$ cat src/rtl/rtc_twe_pkg.sv
// Shared constants and helper functions for the clock burst-write encoder.
`default_nettype none

package rtc_twe_pkg;

  // Field widths used inside the pipeline.
  localparam int unsigned YearW = 14;
  localparam int unsigned YyW   = 15;
  localparam int unsigned SumW  = 15;

  // Reciprocal for a divide by 100, exact for dividends below 43699.
  localparam logic [12:0] Div100Mul   = 13'd5243;
  localparam int unsigned Div100Shift = 19;
  localparam logic [6:0]  Hundred     = 7'd100;

  // Calendar constants.
  localparam logic [8:0] YearOffset = 9'd400;
  localparam logic [3:0] MonthFirst = 4'd1;
  localparam logic [3:0] MonthLast  = 4'd12;
  localparam logic [3:0] MonthMarch = 4'd3;

  // Fixed byte codes.
  localparam logic [7:0] ControlByte = 8'h80;
  localparam logic [2:0] NoWeekday   = 3'd0;
  localparam logic [2:0] Sunday      = 3'd1;

  // Sakamoto month offsets, indexed by the month number 1..12.
  function automatic logic [2:0] month_offset(input logic [3:0] month);
    logic [2:0] off;
    case (month)
      4'd1:    off = 3'd0;
      4'd2:    off = 3'd3;
      4'd3:    off = 3'd2;
      4'd4:    off = 3'd5;
      4'd5:    off = 3'd0;
      4'd6:    off = 3'd3;
      4'd7:    off = 3'd5;
      4'd8:    off = 3'd1;
      4'd9:    off = 3'd4;
      4'd10:   off = 3'd6;
      4'd11:   off = 3'd2;
      4'd12:   off = 3'd4;
      default: off = 3'd0;
    endcase
    return off;
  endfunction

  // Packed BCD of a value below 100; tens come from a multiply by 103/1024.
  function automatic logic [7:0] to_bcd(input logic [6:0] v);
    logic [16:0] prod;
    logic [3:0]  tens;
    logic [6:0]  units;
    prod  = 17'(v) * 17'd103;
    tens  = prod[13:10];
    units = v - (7'(tens) * 7'd10);
    return {tens, units[3:0]};
  endfunction

  // Remainder modulo 7 by folding 3-bit groups, since 8 is 1 modulo 7.
  function automatic logic [2:0] mod7(input logic [SumW-1:0] s);
    logic [5:0] a;
    logic [3:0] b;
    logic [3:0] c;
    a = 6'(s[2:0]) + 6'(s[5:3]) + 6'(s[8:6]) + 6'(s[11:9]) + 6'(s[14:12]);
    b = 4'(a[2:0]) + 4'(a[5:3]);
    c = 4'(b[2:0]) + 4'(b[3]);
    if (c >= 4'd7) begin
      c = c - 4'd7;
    end
    return c[2:0];
  endfunction

endpackage

`default_nettype wire

$ cat src/rtl/rtc_time_encode_with_weekday.sv
// Three-stage pipeline that packs a date and time into clock burst-write bytes.
// Throughput is one request per cycle while the output side does not stall; each
// stage holds one request and the stall from the output side reaches the input
// through per-stage ready terms, so bubbles fill.
// The stage-one divide by 100, the stage-two weekday sum and the stage-three
// modulo-7 fold set the stage depths. Reset clears all valid bits at once.
`default_nettype none

module rtc_time_encode_with_weekday (
  input  wire logic        clk_i,
  input  wire logic        rst_ni,
  input  wire logic        in_valid_i,
  output logic             in_stall_o,
  input  wire logic [13:0] year_full_i,
  input  wire logic [3:0]  month_num_i,
  input  wire logic [4:0]  day_num_i,
  input  wire logic [4:0]  hour_num_i,
  input  wire logic [5:0]  minute_num_i,
  input  wire logic [5:0]  second_num_i,
  output logic             out_valid_o,
  input  wire logic        out_stall_i,
  output logic [6:0]       seconds_byte_o,
  output logic [6:0]       minutes_byte_o,
  output logic [5:0]       hours_byte_o,
  output logic [5:0]       date_byte_o,
  output logic [4:0]       month_byte_o,
  output logic [2:0]       weekday_byte_o,
  output logic [7:0]       year_byte_o,
  output logic [7:0]       control_byte_o,
  output logic             month_ok_o
);

  // Bytes that are final after the first stage.
  typedef struct packed {
    logic [6:0] seconds;
    logic [6:0] minutes;
    logic [5:0] hours;
    logic [5:0] date;
    logic [4:0] month;
    logic       ok;
  } time_bytes_t;

  typedef struct packed {
    time_bytes_t                       tb;
    logic [rtc_twe_pkg::YearW-1:0]     year;
    logic [7:0]                        year_div;
    logic [rtc_twe_pkg::YyW-1:0]       yy;
    logic [7:0]                        yy_div;
    logic [2:0]                        off;
    logic [4:0]                        day;
  } stage1_t;

  typedef struct packed {
    time_bytes_t                  tb;
    logic [7:0]                   year_byte;
    logic [rtc_twe_pkg::SumW-1:0] sum;
  } stage2_t;

  typedef struct packed {
    time_bytes_t tb;
    logic [7:0]  year_byte;
    logic [2:0]  weekday;
  } stage3_t;

  logic    v1_q, v2_q, v3_q;
  logic    rdy1, rdy2, rdy3;
  stage1_t s1_d, s1_q;
  stage2_t s2_d, s2_q;
  stage3_t s3_d, s3_q;

  // Each stage moves when it is empty or the next one moves.
  assign rdy3       = !v3_q || !out_stall_i;
  assign rdy2       = !v2_q || rdy3;
  assign rdy1       = !v1_q || rdy2;
  assign in_stall_o = !rdy1;

  // Stage one: BCD of the time fields, shifted year and both divides by 100.
  logic                          jan_feb;
  logic [rtc_twe_pkg::YyW-1:0]   yy;
  logic [26:0]                   year_prod;
  logic [27:0]                   yy_prod;
  logic [7:0]                    bcd_sec, bcd_min, bcd_hour, bcd_day, bcd_mon;

  always_comb begin
    jan_feb   = month_num_i < rtc_twe_pkg::MonthMarch;
    yy        = rtc_twe_pkg::YyW'(year_full_i) + rtc_twe_pkg::YyW'(rtc_twe_pkg::YearOffset)
              - rtc_twe_pkg::YyW'(jan_feb);
    year_prod = 27'(year_full_i) * 27'(rtc_twe_pkg::Div100Mul);
    yy_prod   = 28'(yy) * 28'(rtc_twe_pkg::Div100Mul);
    bcd_sec   = rtc_twe_pkg::to_bcd(7'(second_num_i));
    bcd_min   = rtc_twe_pkg::to_bcd(7'(minute_num_i));
    bcd_hour  = rtc_twe_pkg::to_bcd(7'(hour_num_i));
    bcd_day   = rtc_twe_pkg::to_bcd(7'(day_num_i));
    bcd_mon   = rtc_twe_pkg::to_bcd(7'(month_num_i));

    s1_d.tb.seconds = bcd_sec[6:0];
    s1_d.tb.minutes = bcd_min[6:0];
    s1_d.tb.hours   = bcd_hour[5:0];
    s1_d.tb.date    = bcd_day[5:0];
    s1_d.tb.month   = bcd_mon[4:0];
    s1_d.tb.ok      = (month_num_i >= rtc_twe_pkg::MonthFirst)
                   && (month_num_i <= rtc_twe_pkg::MonthLast);
    s1_d.year       = year_full_i;
    s1_d.year_div   = year_prod[rtc_twe_pkg::Div100Shift +: 8];
    s1_d.yy         = yy;
    s1_d.yy_div     = yy_prod[rtc_twe_pkg::Div100Shift +: 8];
    s1_d.off        = rtc_twe_pkg::month_offset(month_num_i);
    s1_d.day        = day_num_i;
  end

  // Stage two: year remainder to BCD and the Sakamoto weekday sum.
  logic [rtc_twe_pkg::YearW-1:0] year_rem;

  always_comb begin
    year_rem = s1_q.year
             - (rtc_twe_pkg::YearW'(s1_q.year_div) * rtc_twe_pkg::YearW'(rtc_twe_pkg::Hundred));
    s2_d.tb        = s1_q.tb;
    s2_d.year_byte = rtc_twe_pkg::to_bcd(year_rem[6:0]);
    s2_d.sum       = s1_q.yy
                   + (s1_q.yy >> 2)
                   - rtc_twe_pkg::SumW'(s1_q.yy_div)
                   + rtc_twe_pkg::SumW'(s1_q.yy_div[7:2])
                   + rtc_twe_pkg::SumW'(s1_q.off)
                   + rtc_twe_pkg::SumW'(s1_q.day);
  end

  // Stage three: fold the sum modulo 7 and code the weekday.
  always_comb begin
    s3_d.tb        = s2_q.tb;
    s3_d.year_byte = s2_q.year_byte;
    if (s2_q.tb.ok) begin
      s3_d.weekday = rtc_twe_pkg::mod7(s2_q.sum) + rtc_twe_pkg::Sunday;
    end else begin
      s3_d.weekday = rtc_twe_pkg::NoWeekday;
    end
  end

  // Valid bits travel with the stage registers.
  always_ff @(posedge clk_i or negedge rst_ni) begin
    if (!rst_ni) begin
      v1_q <= 1'b0;
      v2_q <= 1'b0;
      v3_q <= 1'b0;
    end else begin
      if (rdy1) begin
        v1_q <= in_valid_i;
      end
      if (rdy2) begin
        v2_q <= v1_q;
      end
      if (rdy3) begin
        v3_q <= v2_q;
      end
    end
  end

  // Payload registers load only when their stage moves.
  always_ff @(posedge clk_i) begin
    if (rdy1 && in_valid_i) begin
      s1_q <= s1_d;
    end
    if (rdy2 && v1_q) begin
      s2_q <= s2_d;
    end
    if (rdy3 && v2_q) begin
      s3_q <= s3_d;
    end
  end

  // Result ports.
  assign out_valid_o    = v3_q;
  assign seconds_byte_o = s3_q.tb.seconds;
  assign minutes_byte_o = s3_q.tb.minutes;
  assign hours_byte_o   = s3_q.tb.hours;
  assign date_byte_o    = s3_q.tb.date;
  assign month_byte_o   = s3_q.tb.month;
  assign weekday_byte_o = s3_q.weekday;
  assign year_byte_o    = s3_q.year_byte;
  assign control_byte_o = rtc_twe_pkg::ControlByte;
  assign month_ok_o     = s3_q.tb.ok;

endmodule

`default_nettype wire

$ cat config.mk
export PLATFORM = sky130hd
export DESIGN_NAME = rtc_time_encode_with_weekday
export DESIGN_NICKNAME = d
export VERILOG_FILES = /design/src/rtl/rtc_twe_pkg.sv /design/src/rtl/rtc_time_encode_with_weekday.sv
export SDC_FILE = /design/constraint.sdc
export NUM_CORES = 1
export LEC_CHECK = 0
export BUFFER_PORTS_ARGS = -buffer_cell sky130_fd_sc_hd__clkbuf_2
export CELL_PAD_IN_SITES_DETAIL_PLACEMENT = 0
export CELL_PAD_IN_SITES_GLOBAL_PLACEMENT = 1
export CORE_ASPECT_RATIO = 0.8
export CORE_MARGIN = 2
export CORE_UTILIZATION = 35
export CTS_CLUSTER_SIZE = 20
export DETAILED_ROUTE_END_ITERATION = 10
export GPL_TIMING_DRIVEN = 0
export PLACE_DENSITY_LB_ADDON = 0.1
export SLEW_MARGIN = 15
export SYNTH_ARGS = -nofsm -noshare
export SYNTH_HDL_FRONTEND = slang
export SYNTH_SLANG_ARGS = --single-unit
$ cat constraint.sdc
create_clock -name clk_i -period 16.28 [get_ports clk_i]
set_input_delay 0.814 -clock clk_i [delete_from_list [all_inputs] [get_ports clk_i]]
set_output_delay 0.814 -clock clk_i [all_outputs]
set_load 0.03 [all_outputs]
Word-level counts from Yosys, hierarchy flattened
Memory sizes are Yosys's and may differ from the RTL's. A register that Yosys moved wholly into a read port is not among the register bits.
Index checks and enable logic that the tools add are counted.
Storage, ports and cells
  output and inout bits: 53
  ROM bits: 48
  bits of input ports: 44
  memories: 1
  register bits after elaboration: 176
Memory list
  (name not given): depth 16, bits a word 3, rd ports 1, clocked after Yosys merged registers in 1, wr ports 0, line rtc_twe_pkg.sv:30  | case (month)
Cells by class
  reduce and logical (&&, ||, !) cells: 12
  muxes and demuxes: 2
  order comparisons: 4
  $mul: 15
  add/subtract/negate cells: 22
Operators with widths (count)
  multiplier 14 x 13 -> 27 bit, second input constant: 1
  multiplier 15 x 13 -> 27 bit, second input constant: 1
  multiplier 6 x 7 -> 13 bit, second input constant: 2
  multiplier 5 x 7 -> 12 bit, second input constant: 2
  subtractor 4 bit: 6
  adder 14 x 9 -> 15 bit, second input constant: 1
  adder 15 x 13 -> 15 bit: 1
  adder 15 x 3 -> 15 bit: 1
  adder 15 x 5 -> 15 bit: 1
  adder 15 x 6 -> 15 bit: 1
  subtractor 15 x 1 -> 15 bit: 1
  subtractor 15 x 8 -> 15 bit: 1
  multiplier 7 x 7 -> 14 bit, second input constant: 1
  multiplier 4 x 7 -> 11 bit, second input constant: 1
  adder 3 x 3 -> 4 bit: 2
  multiplier 8 x 5 -> 5 bit, second input constant: 1
  subtractor 7 bit: 1
  adder 5 x 3 -> 6 bit: 1
  adder 6 x 3 -> 6 bit: 1
  multiplier 2 x 3 -> 3 bit, second input constant: 2
  multiplier 3 x 3 -> 3 bit, second input constant: 2
  two-way mux 3 bit: 2
  adder 4 x 3 -> 5 bit: 1
  logical NOT 1 bit: 5
  11 further kinds: 16

Longest topological paths before layout
  word-level depth: 10
  gate-level depth with buffers: 35
  gate-level depth less buffers: 34

Worst setup path after synthesis
No wires, ideal clock.
  kind: in2reg
  from: in month_num_i[3]
  to: reg s1_q[15] (netlist bit), data pin
  path slack: 8.020 ns
  stages: 35
  setup time: 0.280 ns
  arrival time: 7.980 ns
  cells stage by stage: clkbuf_1 > inv_1 > ha_1 > a21boi_0 > ha_1 > inv_1 > ha_1 > inv_1 > fa_1 > nor2b_1 > o21ai_1 > a21boi_1 > o31a_1 > o31a_1 > o31ai_1 > a21oi_1 > or3_1 > ha_1 > inv_1 > fa_1 > inv_1 > fa_1 > fa_1 > inv_1 > fa_1 > inv_1 > ha_1 > a21oi_1 > o21ai_0 > a221oi_1 > o211ai_1 > a221o_2 > mux2i_1 > a221oi_1 > xor2_1
RTL lines
  start: declaration: line rtc_time_encode_with_weekday.sv:15  | input wire logic [3:0] month_num_i,
  end signal: assignment: line rtc_time_encode_with_weekday.sv:160  | s1_q <= s1_d;
  end: declaration: line rtc_time_encode_with_weekday.sv:67  | stage1_t s1_d, s1_q;

==> impl_metrics.yaml <==
clock_network:
  post-cts-setup-buffers: 0
  clk_latency_ns: 0.44
  cts_max_path_buffers: 2
  clock_tree.root_cell: "clkbuf_16"
  cts_hold_buf: 0
  cts.sinks: 175
  postCtsResizedCells: 0
  cts_buffers: 17
  cts_tree: "yes"
  htreeDepth: 4
  clk_pin_slew_ns: 0.07
critical_path:
  cpPeakStageDelay_ns: 0.80
  r2r-start: "s1_q[41]"
  cpMaxStageDelayCell: "xor2_1"
  critPathLaunchType: "primary input"
  r2r_setup_slack_ns: 9.99
  r2r_cells: 25
  worstPathRequired_ns: 16.45
  worstSetupStartpoint: "month_num_i[3]"
  cp.arrival_ns: 9.38
  crit_family: "adder cells"
  critPathCaptureType: "flop"
  critPathMaxFanout: 8
  setup.worst_path.class: "in -> reg"
  path_depth: 35
  crit_buf_inv: 9
  crit_path_frequent_cell: "inv_1"
logic_synthesis:
  syn_area_mm2: 0.0185
  postSynthCellCount: 1585
  ys_types: 57
  ys_seq_area_share_pct: 28.3
  synthFlopType: "edfxtp_1"
  synth_seq_cells: 175
  synth.avg_cell_area_um2: 11.7
  async_reset_ff_share_pct: 1.71
  ys_warn_count: 0
  synth_edf_count: 172
sta:
  setup_viol: 0
  tns_ns: 0
  fin_skew_ns: 0.0134
  slew_headroom_pct: 26.4
  max_freq_mhz: 109
  grt_setup_unrepaired: "false"
  finalHoldViolCount: 0
  post-route-min-period_ns: 9.22
  fin_crit_sh_pct: 56.6
  tightest_slew_ns: 1.10
  slew_viol_final: 0
floorplanning:
  die_h_um: 210
  rows: 75
  start_util_pct: 35.4
  coreArea_mm2: 0.0524
  ios: 97
  die-area_mm2: 0.0548
  fp.dieW_um: 261
global_route:
  first_global_vias: 11400
  grt_pass1_wl_um: 59200
  grt_max_degree: 53
  grt_overflow: 0
  grt_use_total_pct: 13.8
  antenna_found_initial: 3
placement:
  hpwl_um: 30100
  gp_congestion: 0.783
  port_buffers: 88
finish:
  layout_common_cells: "inv_1, ha_1, fa_1, edfxtp_1, clkbuf_2"
  layout_commonest_cell: "inv_1"
  area_growth_pct: 11.2
  final_nets: 2353
  drive_above_1_share_pct: 8.98
  n_fill_cell: 5193
  diodes: 0
status:
  status: "finished clean"
min_path:
  hp-class: "in -> async"
flow_run:
  maxCapViolations: 0
routing:
  first_pass_iters: 4
  vias: 10600
  finalWirelength_um: 34900
  via_per_inst: 4.40
  drtAntennaViolNets: 0
  drc_errors: 0
  drtIter0Drc: 374
  wl_per_cell_um: 14.5
==> cells in the mapped netlist, types with 3 or more instances <==
master	n	area, µm²
xnor2_1	56	490
edfxtp_1	172	5160
mux2i_1	6	60.1
nand4_1	7	43.8
buf_4	8	60.1
nand2b_1	8	50.1
inv_1	417	1570
xor2_1	36	315
nand3_1	7	35.0
nand2_1	23	86.3
a2111oi_0	4	35.0
o21ai_0	26	130
a41o_1	3	30.0
a31oi_1	5	31.3
a21boi_0	4	30.0
nor2_1	24	90.1
dfrtp_1	3	75.1
o31ai_1	3	22.5
ha_1	408	5100
or2_2	8	50.1
nor2b_1	10	62.6
and2_1	6	37.5
a211oi_1	3	22.5
fa_1	199	3980
o21a_1	7	52.6
a21oi_1	41	205
or3_1	8	50.1
a21o_1	32	240
nor3_1	14	70.1
==> stage by stage <==
| stage | worst slack, ns | instance area (µm²) | util [%] | hold WS, ns | std cells |
|---|---|---|---|---|---|
| after global placement | 6.33 | 19900 | 37.9 | 0.402 | 2372 |
| after CTS | 6.76 | 20600 | 39.3 | 0.134 | 2407 |
| after global routing | 6.21 | 20600 | 39.4 | 0.131 | 2407 |
| after detailed placement | 6.31 | 20000 | 38.2 | 0.405 | 2376 |
| after floorplan | 8.02 | 18600 | - | 0.400 | 1591 |
| final | 7.06 | 20600 | 39.4 | 0.159 | 2407 |
==> per-layer routing <==
layer,part of all wire [%],up-vias,global-route usage (%)
met5,0.098,-,0
met4,0.46,6,1.90
met3,2.1,17,2.40
met2,45,43,21.6
met1,52,5116,20.5
li1,-,5416,-
==> worst paths after layout <==
path	end
worst min-delay path	out_valid_o
worst max-delay path	s1_q[15]
worst min register to register	minutes_byte_o[6]
max in group asynchronous	v2_q
min in group clk_i	minutes_byte_o[6]
worst max register to register	s2_q[18]
==> cell families after synthesis <==
group | share of synthesized area (%)
other | 0.0405
adders and majority gates | 49.0
DFF | 28.3
and+or+nand+nor | 3.44
AOI/OAI and AO/OA | 5.56
xor gates and xnor gates | 4.50
muxes | 0.385
buffers and inverters | 8.79
==> area by class of cell <==
| type | count | area, µm² | share of cell area, % |
|---|---|---|---|
| Clock buffer | 18 | 429 | 2.08 |
| Tap cell | 693 | 867 | 4.21 |
| Buffer | 9 | 63.8 | 0.310 |
| Clock inverter | 13 | 175 | 0.850 |
| Multi-Input combinational cell | 990 | 11700 | 56.9 |
| Sequential cell | 175 | 5240 | 25.4 |
| Inverter | 417 | 1570 | 7.60 |
| Timing Repair Buffer | 92 | 543 | 2.64 |
==> worst register-to-register path, delay by kind of cell, from the launching register on <==
| kind | cells | cell delay, ns |
|---|---|---|
| AO/OA/AOI/OAI | 7 | 1.42 |
| XOR/XNOR | 5 | 0.96 |
| adder cells (fa/ha/maj) | 8 | 2.99 |
| buffers and inverters | 5 | 0.30 |
| flip-flops | 1 | 0.37 |
==> flip-flops by register name, summed over array words and instances, names as in the netlist <==
register,cells
out_valid_o,1
month_byte_o,5
s2_q,55
month_ok_o,1
seconds_byte_o,7
hours_byte_o,6
date_byte_o,6
year_byte_o,8
s1_q,74
v2_q,1
weekday_byte_o,3
v1_q,1
minutes_byte_o,7
Power is left out: the tool's default activity adds up to more than one toggle a clock period on the data nets, which glitch-free logic cannot reach.
